<file path="src/rtl/core/cle_pkg.sv">
// ----------------------------------------------------------------------------
// Card list engine package
// Field widths, command and status codes, state and control types.
// ----------------------------------------------------------------------------
package cle_pkg;

    localparam int DECK_DEPTH_DEF = 64;

    localparam int CMD_W     = 3;
    localparam int RANK_W    = 4;
    localparam int SUIT_W    = 2;
    localparam int CARD_W    = RANK_W + SUIT_W;
    localparam int CNT_OUT_W = 7;
    localparam int STATUS_W  = 2;

    typedef enum logic [CMD_W-1:0] {
        CMD_PUSH   = 3'd0,
        CMD_APPEND = 3'd1,
        CMD_POP    = 3'd2,
        CMD_REMOVE = 3'd3,
        CMD_COUNT  = 3'd4
    } t_cmd;

    typedef enum logic [STATUS_W-1:0] {
        ST_OK    = 2'd0,
        ST_EMPTY = 2'd1,
        ST_FULL  = 2'd2
    } t_status;

    typedef enum logic [2:0] {
        S_IDLE,
        S_EXEC,
        S_POP,
        S_SCAN_RD,
        S_SCAN_CHK,
        S_DONE
    } t_state;

    typedef struct packed {
        logic load;
        logic exec;
        logic pop_take;
        logic scan_rd;
        logic scan_chk;
        logic out_load;
    } t_dp_ctrl;

    typedef struct packed {
        logic [CMD_W-1:0] cmd;
        logic             full;
        logic             empty;
        logic             scan_last;
        logic             out_free;
    } t_dp_stat;

endpackage

</file>
<file path="src/rtl/core/cle_ifs.sv">
// ----------------------------------------------------------------------------
// Card list engine channels
// Command and response channels with a valid/ready transfer.
// ----------------------------------------------------------------------------
interface cle_cmd_if;
    logic                        valid;
    logic                        ready;
    logic [cle_pkg::CMD_W-1:0]   cmd;
    logic [cle_pkg::RANK_W-1:0]  card_rank;
    logic [cle_pkg::SUIT_W-1:0]  card_suit;

    modport source (output valid, output cmd, output card_rank, output card_suit,
                    input ready);
    modport sink (input valid, input cmd, input card_rank, input card_suit,
                  output ready);
endinterface

interface cle_rsp_if;
    logic                           valid;
    logic                           ready;
    logic [cle_pkg::RANK_W-1:0]     popped_rank;
    logic [cle_pkg::SUIT_W-1:0]     front_suit;
    logic [cle_pkg::CNT_OUT_W-1:0]  suit_total;
    logic [cle_pkg::CNT_OUT_W-1:0]  list_length;
    logic [cle_pkg::STATUS_W-1:0]   status;

    modport source (output valid, output popped_rank, output front_suit,
                    output suit_total, output list_length, output status,
                    input ready);
    modport sink (input valid, input popped_rank, input front_suit,
                  input suit_total, input list_length, input status,
                  output ready);
endinterface

</file>
<file path="src/rtl/core/cle_ctrl.sv">
// ----------------------------------------------------------------------------
// Card list engine controller
// Sequences one command at a time through execute, pop, scan and result.
// ----------------------------------------------------------------------------
module cle_ctrl (
    input  logic                i_clk,
    input  logic                i_rst_n,
    input  logic                i_in_valid,
    output logic                o_in_ready,
    input  cle_pkg::t_dp_stat   i_stat,
    output cle_pkg::t_dp_ctrl   o_ctrl
);

    cle_pkg::t_state r_state;
    cle_pkg::t_state n_state;

    always_ff @(posedge i_clk) begin
        if (!i_rst_n) begin
            r_state <= cle_pkg::S_IDLE;
        end else begin
            r_state <= n_state;
        end
    end

    always_comb begin
        n_state    = r_state;
        o_ctrl     = '0;
        o_in_ready = 1'b0;
        unique case (r_state)
            cle_pkg::S_IDLE: begin
                o_in_ready = 1'b1;
                if (i_in_valid) begin
                    o_ctrl.load = 1'b1;
                    n_state     = cle_pkg::S_EXEC;
                end
            end
            cle_pkg::S_EXEC: begin
                o_ctrl.exec = 1'b1;
                n_state     = cle_pkg::S_DONE;
                unique case (cle_pkg::t_cmd'(i_stat.cmd)) inside
                    cle_pkg::CMD_POP: begin
                        if (!i_stat.empty) begin
                            n_state = cle_pkg::S_POP;
                        end
                    end
                    cle_pkg::CMD_REMOVE, cle_pkg::CMD_COUNT: begin
                        if (!i_stat.empty) begin
                            n_state = cle_pkg::S_SCAN_RD;
                        end
                    end
                    default: begin
                        n_state = cle_pkg::S_DONE;
                    end
                endcase
            end
            cle_pkg::S_POP: begin
                o_ctrl.pop_take = 1'b1;
                n_state         = cle_pkg::S_DONE;
            end
            cle_pkg::S_SCAN_RD: begin
                o_ctrl.scan_rd = 1'b1;
                n_state        = cle_pkg::S_SCAN_CHK;
            end
            cle_pkg::S_SCAN_CHK: begin
                o_ctrl.scan_chk = 1'b1;
                n_state = i_stat.scan_last ? cle_pkg::S_DONE : cle_pkg::S_SCAN_RD;
            end
            cle_pkg::S_DONE: begin
                if (i_stat.out_free) begin
                    o_ctrl.out_load = 1'b1;
                    n_state         = cle_pkg::S_IDLE;
                end
            end
            default: begin
                n_state = cle_pkg::S_IDLE;
            end
        endcase
    end

endmodule

</file>
<file path="src/rtl/core/cle_datapath.sv">
// ----------------------------------------------------------------------------
// Card list engine datapath
// Circular card store, head and length registers, scan unit and result register.
// ----------------------------------------------------------------------------
module cle_datapath #(
    parameter int DECK_DEPTH = cle_pkg::DECK_DEPTH_DEF
) (
    input  logic                             i_clk,
    input  logic                             i_rst_n,
    input  cle_pkg::t_dp_ctrl                i_ctrl,
    output cle_pkg::t_dp_stat                o_stat,
    input  logic [cle_pkg::CMD_W-1:0]        i_cmd,
    input  logic [cle_pkg::RANK_W-1:0]       i_card_rank,
    input  logic [cle_pkg::SUIT_W-1:0]       i_card_suit,
    input  logic                             i_rsp_ready,
    output logic                             o_rsp_valid,
    output logic [cle_pkg::RANK_W-1:0]       o_popped_rank,
    output logic [cle_pkg::SUIT_W-1:0]       o_front_suit,
    output logic [cle_pkg::CNT_OUT_W-1:0]    o_suit_total,
    output logic [cle_pkg::CNT_OUT_W-1:0]    o_list_length,
    output logic [cle_pkg::STATUS_W-1:0]     o_status
);

    localparam int AW = $clog2(DECK_DEPTH);
    localparam int CW = $clog2(DECK_DEPTH + 1);
    localparam int OW = cle_pkg::CNT_OUT_W;
    localparam logic [AW:0]   DEPTH_W  = (AW + 1)'(DECK_DEPTH);
    localparam logic [AW-1:0] LAST_A   = AW'(DECK_DEPTH - 1);
    localparam logic [CW-1:0] DEPTH_C  = CW'(DECK_DEPTH);

    logic [cle_pkg::CARD_W-1:0] mem [DECK_DEPTH];

    logic [AW-1:0]                r_head, n_head;
    logic [CW-1:0]                r_occ, n_occ;
    logic [CW-1:0]                r_idx;
    logic [CW-1:0]                r_total;
    logic                         r_found;
    logic [AW-1:0]                r_rd_addr;
    logic [AW-1:0]                r_prev_addr;
    logic [cle_pkg::CARD_W-1:0]   r_rd_data;
    logic [cle_pkg::CMD_W-1:0]    r_cmd;
    logic [cle_pkg::CARD_W-1:0]   r_card;
    logic [cle_pkg::RANK_W-1:0]   r_pop_rank;
    logic [cle_pkg::SUIT_W-1:0]   r_pop_suit;
    cle_pkg::t_status             r_status;
    logic                         r_out_valid;

    logic                         w_full;
    logic                         w_empty;
    logic [AW-1:0]                w_head_dec;
    logic [AW-1:0]                w_head_inc;
    logic [AW-1:0]                w_tail_addr;
    logic [AW-1:0]                w_scan_addr;
    logic                         w_match;
    logic                         w_suit_hit;
    logic                         w_scan_last;
    logic                         w_is_push;
    logic                         w_is_append;
    logic                         w_is_pop;
    logic                         w_is_remove;
    logic                         w_is_count;
    logic                         w_rd_en;
    logic [AW-1:0]                w_rd_addr;
    logic                         w_wr_en;
    logic [AW-1:0]                w_wr_addr;
    logic [cle_pkg::CARD_W-1:0]   w_wr_data;
    logic [CW+OW-1:0]             w_total_ext;
    logic [CW+OW-1:0]             w_occ_ext;

    function automatic logic [AW-1:0] f_phys(input logic [AW-1:0] base,
                                              input logic [AW-1:0] off);
        logic [AW:0] sum;
        sum = {1'b0, base} + {1'b0, off};
        if (sum >= DEPTH_W) begin
            sum = sum - DEPTH_W;
        end
        return sum[AW-1:0];
    endfunction

    assign w_full      = (r_occ == DEPTH_C);
    assign w_empty     = (r_occ == '0);
    assign w_head_dec  = (r_head == '0) ? LAST_A : r_head - 1'b1;
    assign w_head_inc  = (r_head == LAST_A) ? '0 : r_head + 1'b1;
    assign w_tail_addr = f_phys(r_head, r_occ[AW-1:0]);
    assign w_scan_addr = f_phys(r_head, r_idx[AW-1:0]);
    assign w_match     = (r_rd_data == r_card);
    assign w_suit_hit  = (r_rd_data[cle_pkg::SUIT_W-1:0] == r_card[cle_pkg::SUIT_W-1:0]);
    assign w_scan_last = (({1'b0, r_idx} + 1'b1) == {1'b0, r_occ});

    assign w_is_push   = (r_cmd == cle_pkg::CMD_PUSH);
    assign w_is_append = (r_cmd == cle_pkg::CMD_APPEND);
    assign w_is_pop    = (r_cmd == cle_pkg::CMD_POP);
    assign w_is_remove = (r_cmd == cle_pkg::CMD_REMOVE);
    assign w_is_count  = (r_cmd == cle_pkg::CMD_COUNT);

    always_comb begin
        w_rd_en   = 1'b0;
        w_rd_addr = w_scan_addr;
        w_wr_en   = 1'b0;
        w_wr_addr = w_tail_addr;
        w_wr_data = r_card;
        if (i_ctrl.exec && w_is_pop) begin
            w_rd_en   = 1'b1;
            w_rd_addr = r_head;
        end else if (i_ctrl.scan_rd) begin
            w_rd_en = 1'b1;
        end
        if (i_ctrl.exec && w_is_push && !w_full) begin
            w_wr_en   = 1'b1;
            w_wr_addr = w_head_dec;
        end else if (i_ctrl.exec && w_is_append && !w_full) begin
            w_wr_en = 1'b1;
        end else if (i_ctrl.scan_chk && w_is_remove && r_found) begin
            w_wr_en   = 1'b1;
            w_wr_addr = r_prev_addr;
            w_wr_data = r_rd_data;
        end
    end

    always_ff @(posedge i_clk) begin
        if (w_wr_en) begin
            mem[w_wr_addr] <= w_wr_data;
        end
        if (w_rd_en) begin
            r_rd_data <= mem[w_rd_addr];
        end
    end

    always_comb begin
        n_head = r_head;
        n_occ  = r_occ;
        if (i_ctrl.exec && !w_full && (w_is_push || w_is_append)) begin
            n_occ = r_occ + 1'b1;
            if (w_is_push) begin
                n_head = w_head_dec;
            end
        end
        if (i_ctrl.pop_take) begin
            n_head = w_head_inc;
            n_occ  = r_occ - 1'b1;
        end
        if (i_ctrl.scan_chk && w_scan_last && w_is_remove && (r_found || w_match)) begin
            n_occ = r_occ - 1'b1;
        end
    end

    always_ff @(posedge i_clk) begin
        if (!i_rst_n) begin
            r_head <= '0;
            r_occ  <= '0;
        end else begin
            r_head <= n_head;
            r_occ  <= n_occ;
        end
    end

    always_ff @(posedge i_clk) begin
        if (i_ctrl.load) begin
            r_cmd      <= i_cmd;
            r_card     <= {i_card_rank, i_card_suit};
            r_idx      <= '0;
            r_total    <= '0;
            r_found    <= 1'b0;
            r_pop_rank <= '0;
            r_pop_suit <= '0;
            r_status   <= cle_pkg::ST_OK;
        end
        if (i_ctrl.exec) begin
            if ((w_is_push || w_is_append) && w_full) begin
                r_status <= cle_pkg::ST_FULL;
            end else if (w_is_pop && w_empty) begin
                r_status <= cle_pkg::ST_EMPTY;
            end
        end
        if (i_ctrl.pop_take) begin
            r_pop_rank <= r_rd_data[cle_pkg::CARD_W-1:cle_pkg::SUIT_W];
            r_pop_suit <= r_rd_data[cle_pkg::SUIT_W-1:0];
        end
        if (i_ctrl.scan_rd) begin
            r_rd_addr <= w_scan_addr;
        end
        if (i_ctrl.scan_chk) begin
            r_idx       <= r_idx + 1'b1;
            r_prev_addr <= r_rd_addr;
            if (w_is_count && w_suit_hit) begin
                r_total <= r_total + 1'b1;
            end
            if (w_is_remove && w_match) begin
                r_found <= 1'b1;
            end
        end
    end

    assign w_total_ext = {{OW{1'b0}}, r_total};
    assign w_occ_ext   = {{OW{1'b0}}, r_occ};

    always_ff @(posedge i_clk) begin
        if (!i_rst_n) begin
            r_out_valid <= 1'b0;
        end else if (i_ctrl.out_load) begin
            r_out_valid <= 1'b1;
        end else if (i_rsp_ready) begin
            r_out_valid <= 1'b0;
        end
    end

    always_ff @(posedge i_clk) begin
        if (i_ctrl.out_load) begin
            o_popped_rank <= r_pop_rank;
            o_front_suit  <= r_pop_suit;
            o_suit_total  <= w_total_ext[OW-1:0];
            o_list_length <= w_occ_ext[OW-1:0];
            o_status      <= r_status;
        end
    end

    assign o_rsp_valid      = r_out_valid;
    assign o_stat.cmd       = r_cmd;
    assign o_stat.full      = w_full;
    assign o_stat.empty     = w_empty;
    assign o_stat.scan_last = w_scan_last;
    assign o_stat.out_free  = !r_out_valid || i_rsp_ready;

endmodule

</file>
<file path="src/rtl/core/card_list_engine.sv">
// Steps: each command passes the idle, execute and result states; a pop on a non-empty
// list adds a pop state, and a remove or count on a non-empty list adds a read and a check
// state per stored card. One command at a time; the next is taken the cycle after its
// result is registered.
// A result still waiting on ready holds the next result, and so the next command, back.
// Reset: synchronous, active low; empties the list at once, store contents stay undefined.
// ----------------------------------------------------------------------------
// Card list engine
// Ordered list of cards with push, append, pop, keyed remove and suit count.
// ----------------------------------------------------------------------------
module card_list_engine #(
    parameter int DECK_DEPTH = cle_pkg::DECK_DEPTH_DEF
) (
    input  logic     i_clk,
    input  logic     i_rst_n,
    cle_cmd_if.sink  i_cmd,
    cle_rsp_if.source o_rsp
);

    cle_pkg::t_dp_ctrl w_ctrl;
    cle_pkg::t_dp_stat w_stat;
    logic              w_in_ready;

    assign i_cmd.ready = w_in_ready;

    cle_ctrl u_ctrl (
        .i_clk      (i_clk),
        .i_rst_n    (i_rst_n),
        .i_in_valid (i_cmd.valid),
        .o_in_ready (w_in_ready),
        .i_stat     (w_stat),
        .o_ctrl     (w_ctrl)
    );

    cle_datapath #(
        .DECK_DEPTH (DECK_DEPTH)
    ) u_datapath (
        .i_clk         (i_clk),
        .i_rst_n       (i_rst_n),
        .i_ctrl        (w_ctrl),
        .o_stat        (w_stat),
        .i_cmd         (i_cmd.cmd),
        .i_card_rank   (i_cmd.card_rank),
        .i_card_suit   (i_cmd.card_suit),
        .i_rsp_ready   (o_rsp.ready),
        .o_rsp_valid   (o_rsp.valid),
        .o_popped_rank (o_rsp.popped_rank),
        .o_front_suit  (o_rsp.front_suit),
        .o_suit_total  (o_rsp.suit_total),
        .o_list_length (o_rsp.list_length),
        .o_status      (o_rsp.status)
    );

endmodule

</file>
<file path="src/flat_wrapper.sv">
// flat-port wrapper written by rule: the top's interface ports become plain ports
module card_list_engine_flat 
#(
    parameter int DECK_DEPTH = cle_pkg::DECK_DEPTH_DEF
)
  (i_clk, i_rst_n, i_cmd_valid, i_cmd_cmd, i_cmd_card_rank, i_cmd_card_suit, i_cmd_ready, o_rsp_valid, o_rsp_popped_rank, o_rsp_front_suit, o_rsp_suit_total, o_rsp_list_length, o_rsp_status, o_rsp_ready);
  cle_cmd_if i_cmd_i ();
  cle_rsp_if o_rsp_i ();
  input  logic i_clk;
  input  logic i_rst_n;
  input wire logic [$bits(i_cmd_i.valid)-1:0] i_cmd_valid;
  input wire logic [$bits(i_cmd_i.cmd)-1:0] i_cmd_cmd;
  input wire logic [$bits(i_cmd_i.card_rank)-1:0] i_cmd_card_rank;
  input wire logic [$bits(i_cmd_i.card_suit)-1:0] i_cmd_card_suit;
  output wire logic [$bits(i_cmd_i.ready)-1:0] i_cmd_ready;
  output wire logic [$bits(o_rsp_i.valid)-1:0] o_rsp_valid;
  output wire logic [$bits(o_rsp_i.popped_rank)-1:0] o_rsp_popped_rank;
  output wire logic [$bits(o_rsp_i.front_suit)-1:0] o_rsp_front_suit;
  output wire logic [$bits(o_rsp_i.suit_total)-1:0] o_rsp_suit_total;
  output wire logic [$bits(o_rsp_i.list_length)-1:0] o_rsp_list_length;
  output wire logic [$bits(o_rsp_i.status)-1:0] o_rsp_status;
  input wire logic [$bits(o_rsp_i.ready)-1:0] o_rsp_ready;
  assign i_cmd_i.valid = i_cmd_valid;
  assign i_cmd_i.cmd = i_cmd_cmd;
  assign i_cmd_i.card_rank = i_cmd_card_rank;
  assign i_cmd_i.card_suit = i_cmd_card_suit;
  assign i_cmd_ready = i_cmd_i.ready;
  assign o_rsp_valid = o_rsp_i.valid;
  assign o_rsp_popped_rank = o_rsp_i.popped_rank;
  assign o_rsp_front_suit = o_rsp_i.front_suit;
  assign o_rsp_suit_total = o_rsp_i.suit_total;
  assign o_rsp_list_length = o_rsp_i.list_length;
  assign o_rsp_status = o_rsp_i.status;
  assign o_rsp_i.ready = o_rsp_ready;
  card_list_engine #(.DECK_DEPTH(DECK_DEPTH)) u_core (.i_clk(i_clk), .i_rst_n(i_rst_n), .i_cmd(i_cmd_i), .o_rsp(o_rsp_i));
endmodule
</file>
<file path="config.mk">
export PLATFORM = sky130hd
export DESIGN_NAME = card_list_engine_flat
export DESIGN_NICKNAME = d
export VERILOG_FILES = /design/src/rtl/core/cle_pkg.sv /design/src/rtl/core/cle_ifs.sv /design/src/rtl/core/cle_ctrl.sv /design/src/rtl/core/cle_datapath.sv /design/src/rtl/core/card_list_engine.sv /design/src/flat_wrapper.sv
export SDC_FILE = /design/constraint.sdc
export NUM_CORES = 1
export LEC_CHECK = 0
export BUFFER_PORTS_ARGS = -buffer_cell sky130_fd_sc_hd__buf_2
export CAP_MARGIN = 20
export CORE_AREA = 2 2 244 246
export CTS_CLUSTER_SIZE = 10
export DETAILED_ROUTE_END_ITERATION = 10
export DIE_AREA = 0 0 246 248
export PLACE_DENSITY = 0.56
export RECOVER_POWER = 25
export SYNTH_ARGS = -nofsm -noshare
export SYNTH_HDL_FRONTEND = slang
export SYNTH_SLANG_ARGS = --single-unit
</file>
<file path="constraint.sdc">
create_clock -name i_clk -period 8.4 [get_ports i_clk]
set_input_delay 0.42 -clock i_clk [delete_from_list [all_inputs] [get_ports i_clk]]
set_output_delay 0.42 -clock i_clk [all_outputs]
set_load 0.03 [all_outputs]
</file>
# Word level (Yosys, flattened, before mapping)

Memory sizes are Yosys's and may differ from the RTL's. A register that Yosys moved wholly into a read port is not among the register bits.
Cells that the tools add are included.

Div/mod/pow operators: 0
Multiply operators: 0
Reduce and logical (&&, ||, !) cells: 34
Equal/unequal tests: 16
Bitwise operators: 0
Mux-type cells: 58
Magnitude comparators: 2
Shifts and indexed selects: 0
$add $sub $neg: 11

Operators by type and width:

| operator                                                 | count |
|---|---|
| 2-to-1 mux 6 bit                                         | 14 |
| 2-to-1 mux 7 bit                                         | 8 |
| adder 7 x 1 -> 7 bit, second input constant              | 3 |
| 2-to-1 mux 1 bit                                         | 21 |
| case mux 3 bit (6 select lines)                          | 1 |
| subtractor 6 x 1 -> 6 bit, second input constant         | 3 |
| logical AND 1 bit                                        | 16 |
| 2-to-1 mux 3 bit                                         | 5 |
| adder 6 x 6 -> 7 bit                                     | 2 |
| greater-or-equal comparator 7 bit, second input constant | 2 |
| == test 3 x 2 -> 1 bit, second input constant            | 4 |
| 2-to-1 mux 2 bit                                         | 6 |
| nonzero test 2 bit                                       | 5 |
| == test 3 bit, second input constant                     | 3 |
| adder 7 x 1 -> 8 bit, second input constant              | 1 |
| == test 8 x 7 -> 1 bit                                   | 1 |
| 2-to-1 mux 4 bit                                         | 2 |
| == test 7 bit, second input constant                     | 1 |
| logical NOT 7 bit                                        | 1 |
| subtractor 7 x 1 -> 7 bit, second input constant         | 1 |
| adder 6 x 1 -> 6 bit, second input constant              | 1 |
| == test 3 x 1 -> 1 bit, second input constant            | 2 |
| == test 6 bit                                            | 1 |
| == test 6 bit, second input constant                     | 1 |
| 10 further kinds                                         | 16 |

Input bits: 13
Bits in registers: 83
Memories: 1
Word-level logic and storage cells: 141
Latch bits: 0
Output and inout port bits: 24
Bits in writable memories: 384
Memory bits (read-only): 0

Memory list:

| memory                | words | bits a word | read ports | clocked after Yosys merged registers in | wr ports | RTL line           | RTL |
|---|---|---|---|---|---|---|---|
| u_core.u_datapath.mem | 64    | 6           | 1          | 1                                       | 1        | cle_datapath.sv:31 | `logic [cle_pkg::CARD_W-1:0] mem [DECK_DEPTH];` |

# Logic depth before layout (Yosys ltp)

Word-level depth: 9
Depth in mapped cells: 13
Depth with buffers taken out: 11

# Modules after synthesis

From an unflattened synthesis, not the netlist that was laid out.

Cells, all modules: 1367
Area, all modules: 20100.5 um2

Modules (own cells, without submodules):

| module       | instances | cells each | area each (um2) |
|---|---|---|---|
| cle_datapath | 1         | 1334       | 19860.3 |
| cle_ctrl     | 1         | 33         | 240.2 |

# Worst setup path after synthesis

OpenSTA, ideal clock, no wires.

Kind: register -> register
From: reg u_core.u_datapath.r_idx[0]
To: reg u_core.u_datapath.r_rd_data[2] in the netlist's numbering, read port of u_core.u_datapath.mem (data pin)
Cell stages (with the launch flop): 13
Setup time: 257 ps
Arrival: 2801 ps
Setup slack: 5342 ps
Required time: 8143 ps
Cell sequence: edfxtp_1 ha_1 fa_1 a21o_1 a21oi_1 xnor2_1 mux2i_1 clkbuf_1 buf_1 a221oi_1 a211oi_1 a31oi_1 o22a_1

Word-level cells in the longest chain between the ends: 4
Elaborated cells on any way between the ends: 5
Classes of those cells: add/sub (2); order compare (1); mux (2)

Ends and longest elaborated chain:

| item                                                                           | RTL line                               | RTL |
|---|---|---|
| start: declaration                                                             | cle_datapath.sv:35                     | `logic [CW-1:0] r_idx;` |
| start signal: assignment                                                       | cle_datapath.sv:183                    | `r_idx <= r_idx + 1'b1;` |
| adder 6 x 6 -> 7 bit (*)                                                       | cle_datapath.sv:73                     | `sum = {1'b0, base} + {1'b0, off};` |
| subtractor 6 x 1 -> 6 bit or greater-or-equal comparator 7 bit (tied branches) | cle_datapath.sv:75, cle_datapath.sv:74 |  |
| 2-to-1 mux 6 bit (*)                                                           | cle_datapath.sv:74                     | `if (sum >= DEPTH_W) begin` |
| net u_core.u_datapath.w_scan_addr[4]                                           | cle_datapath.sv:53                     | `logic [AW-1:0] w_scan_addr;` |
| 2-to-1 mux 6 bit (*)                                                           | cle_datapath.sv:102                    | `if (i_ctrl.exec && w_is_pop) begin` |
| end: declaration                                                               | cle_datapath.sv:40                     | `logic [cle_pkg::CARD_W-1:0] r_rd_data;` |

The timed path passes the listed nets; every way through them passes the cells marked *.
A chain may end at the register's enable or synchronous reset.

# Worst setup path in the final report

From: reg u_core.u_ctrl.r_state[2]
To: mem u_core.u_datapath.mem[7][4] in the netlist's numbering (data pin)

Word-level cells in the longest chain between the ends: 7
Elaborated cells on any way between the ends: 13
Classes of those cells: eq/ne (2); mux (5); reduce/logical (6)

Ends and longest elaborated chain:

| item                                      | RTL line            | RTL |
|---|---|---|
| start: declaration                        | cle_ctrl.sv:14      | `cle_pkg::t_state r_state;` |
| start signal: assignment                  | cle_ctrl.sv:19      | `r_state <= cle_pkg::S_IDLE;` |
| start signal: assignment                  | cle_ctrl.sv:21      | `r_state <= n_state;` |
| == test 3 bit                             | cle_ctrl.sv:29      | `unique case (r_state)` |
| 2-to-1 mux 1 bit                          | cle_ctrl.sv:29      |  |
| logical AND 1 bit (2 in a row)            | cle_datapath.sv:113 | `end else if (i_ctrl.scan_chk && w_is_remove && r_found) begin` |
| 2-to-1 mux 6 bit                          | cle_datapath.sv:113 |  |
| 2-to-1 mux 6 bit                          | cle_datapath.sv:111 | `end else if (i_ctrl.exec && w_is_append && !w_full) begin` |
| 2-to-1 mux 6 bit (*)                      | cle_datapath.sv:108 | `if (i_ctrl.exec && w_is_push && !w_full) begin` |
| net u_core.u_datapath.w_wr_data (one bit) | cle_datapath.sv:66  | `logic [cle_pkg::CARD_W-1:0] w_wr_data;` |
| end: declaration                          | cle_datapath.sv:31  |  |

Marks and branches as above.

==> key figures <==
Yosys
  – Synth warn: 0
  – Sequential area share after synthesis: 69.0%
  – Yosys cell types: 78
  – Syn Inst Count: 1543
  – Post-synth design cell area: 20200 um2
  – Syn nets: 1575
  – Syn_area_per_cell: 13.1 um2
  – Post-synth ARST share: 0%
  – Post-synth EDFFs: 446
  – Primary FF master, synth: edfxtp_1
  – FF+latch count, synth: 473

Timing
  – Setup TNS: 0 ns
  – Slew Viols, Final: 202
  – RSZ-0062 raised after global routing: false
  – Worst slew pin tran: 3.21 ns
  – Setup violations, final: 0
  – Final Hold Viols: 0
  – Highest Clock Rate: 0.192 GHz
  – Skew final: 0.0300 ns
  – Tcrit/Tclk final: 61.9%
  – Tmin final: 5.20 ns
  – WHS: 0.198 ns
  – Final worst slack: 3.20 ns
  – Rel. slew slack: -114%

Critical path
  – Crit path kind: register to register
  – Critical-path cell list: or3b_1 -> inv_1 -> and3_1 -> nand2_1 -> nand2_2 -> clkbuf_1
  – Crit. End Element: register
  – CP max-delay cell: clkbuf_1
  – Worst path required time: 8.34 ns
  – CP Data Arrival Time: 5.15 ns
  – CP max FO: 64
  – Critical path's top delay family: buffers and inverters
  – Critical path buffers and inverters: 2
  – Slowest Stage Delay on Critical Path: 2.22 ns
  – Crit path launch type: register

Routing
  – Wirelength per Cell: 23.5 um
  – ANT nets after route: 0
  – DRT iter0 DRCs: 1174
  – Vias per std cell: 5.48
  – # DRC: 0
  – Routed Wire Length: 55900 um
  – Initial DRT Pass Iterations: 5
  – Vias after detailed routing: 13000

Global route
  – GR Overflow Total: 0
  – Pin count of the biggest net entering global routing: 76
  – Vias in the first global route: 12800
  – First-pass GRT wire length: 82900 um
  – Antenna violations before repair: 1
  – GRT Util Overall: 18.3%

Clock network
  – Reg clk slew, reported paths: 0.06 ns
  – CTS-repair resized insts: 0
  – Setup Fix Bufs, Post-CTS: 0
  – Max Root-Sink Buffers: 3
  – CTS H-tree depth: 2
  – Worst skew pair latency: 0.62 ns
  – TritonCTS clock tree: yes
  – Sink Count: 473
  – Hold Buf Count CTS: 9
  – Root Driver: clkbuf_16
  – CTS Buf Count: 53

Die
  – Core footprint: 58500 um2
  – Initial Util: 34.6%
  – Die Y: 248 um
  – Boundary pin count: 37
  – FP Rows: 89
  – Die outline area: 61000 um2
  – Die Wd: 246 um

Final layout
  – Share of cells above drive strength 1: 7.86%
  – Register area: 13900 um2
  – Nets: 1611
  – Ant. Diodes: 0
  – P&R area growth vs syn: 12.3%
  – Final core occ: 38.8%
  – Footprint of the multi-input gates: 5840 um2
  – Fill cells: 5520

Place
  – HPWL after DPL: 34100 um
  – Pre-CTS setup slack: 3.74 ns
  – Port Buf Inserts: 36
  – Routability cong.: 0.851

Status
  – Failing checks: max-capacitance violations, max-slew violations
  – Outcome: finished, violations left

Pwr
  – Peak supply drop: 151 uV
  – LEAKAGE: 7.52 nW
  – P per Cell Area: 321 nW/um2

Hold path
  – HP Class: input port to register

Flow run
  – Max Cap Violations: 4
[cell type report]
| cell class | instances | share of cell area, % |
|---|---|---|
| sequential | 473 | 61.4 |
| multi-input combinational | 963 | 25.7 |
| clock buffer | 76 | 6.32 |
| tap | 773 | 4.26 |
| timing repair buffer | 71 | 1.80 |
| inverter | 17 | 0.281 |
| clock inverter | 3 | 0.176 |
[kinds of logic (layout without fill, tap and decap cells)]
family,count (synthesis),in the layout,synth area share [%]
multiplexers,44,44,2.33
AND/OR/NAND/NOR,578,578,13.3
flip-flops,473,473,69.0
XOR/XNOR,38,38,1.86
adder cells (fa/ha/maj),19,19,1.25
buffers and inverters,107,167,2.30
AO/OA/AOI/OAI,284,284,10.0
[worst paths after layout]
check,start,slack [ns],to,cells past startpoint
max,u_core.u_ctrl.r_state[2],3.20,u_core.u_datapath.mem[7][4],6
min,i_rst_n,0.20,u_core.u_datapath.r_head[5],3
max reg2reg,u_core.u_ctrl.r_state[2],3.20,u_core.u_datapath.mem[7][4],6
min reg2reg,u_core.u_datapath.r_pop_rank[3],0.42,u_core.u_datapath.o_popped_rank[3],0
[report_power, final]
part,switching [mW],internal [mW]
registers,0.0874,2.76
clock network,0.892,1.17
logic,1.70,0.685
[worst register-to-register path: stages, from the launching register on]
cell and delay, ns:
dfxtp_1 0.55, or3b_1 0.56, inv_1 0.34, and3_1 0.54, nand2_1 0.14, nand2_2 0.07, clkbuf_1 2.22
[synthesized netlist by cell type (all sizes together) (7+ instances only)]
cell type / count / share of area, %
o21ai: 31 / 0.88
a21oi: 58 / 1.5
clkbuf: 55 / 1.0
edfxtp: 446 / 66
inv: 17 / 0.32
xnor2: 21 / 0.91
ha: 17 / 1.1
a21o: 7 / 0.26
and3: 51 / 1.6
nor3: 10 / 0.25
nand4: 15 / 0.46
a31oi: 23 / 0.71
a211oi: 59 / 2.2
nand3: 89 / 2.4
a22oi: 16 / 0.59
and2: 16 / 0.50
dfxtp: 27 / 2.7
nor2: 106 / 2.1
buf: 35 / 0.97
o21a: 7 / 0.26
mux2i: 39 / 2.0
nand2: 257 / 4.8
a311oi: 12 / 0.61
a32oi: 21 / 0.91
xor2: 14 / 0.61
[registers in the layout, summed over array words and instances, names as in the netlist, 4 cells and up]
name,count
u_core.u_datapath.r_idx,7
u_core.u_datapath.r_total,7
u_core.u_datapath.r_card,6
u_core.u_datapath.r_rd_addr,6
u_core.u_datapath.r_prev_addr,6
u_core.u_datapath.r_pop_rank,4
u_core.u_datapath.o_suit_total,7
u_core.u_datapath.o_popped_rank,4
u_core.u_datapath.mem,384
u_core.u_datapath.r_rd_data,6
u_core.u_datapath.r_head,6
u_core.u_datapath.r_occ,7
u_core.u_datapath.o_list_length,7
[cells in the final DEF (no fill, tap or decap), types with 11 or more instances in the layout]
master       n
a211oi_1    58
buf_4       21
o21ai_0     23
mux2i_1     37
nor2_1     102
inv_1       17
and3_1      51
ha_1        17
nand3_1     84
nand2_1    247
dfxtp_1     27
xnor2_1     21
clkbuf_16   54
edfxtp_1   446
a21oi_1     55
and2_1      11
clkbuf_1    57
a311oi_1    12
xor2_1      14
a31oi_1     23
nand4_1     15
a32oi_1     21
a22oi_1     16
[layer usage]
| metal | track usage (%) | up-vias | part of all wire [%] |
|---|---|---|---|
| met5 | 0 | - | 0 |
| li1 | - | 5914 | - |
| met2 | 28.2 | 586 | 44 |
| met4 | 7.29 | 0 | 3.8 |
| met3 | 3.86 | 107 | 8.3 |
| met1 | 25.4 | 6412 | 44 |
[metrics by stage]
step | cells | instance area [um2] | power [mW]
after detailed placement | 2287 | 21200 | 5.23
after CTS | 2375 | 22800 | 7.29
after floorplan | 1543 | 20200 | 4.39
after global routing | 2376 | 22700 | 7.59
final | 2376 | 22700 | 7.29
after global placement | 2287 | 21200 | 5.23
Power figures use the tool's default switching activity.
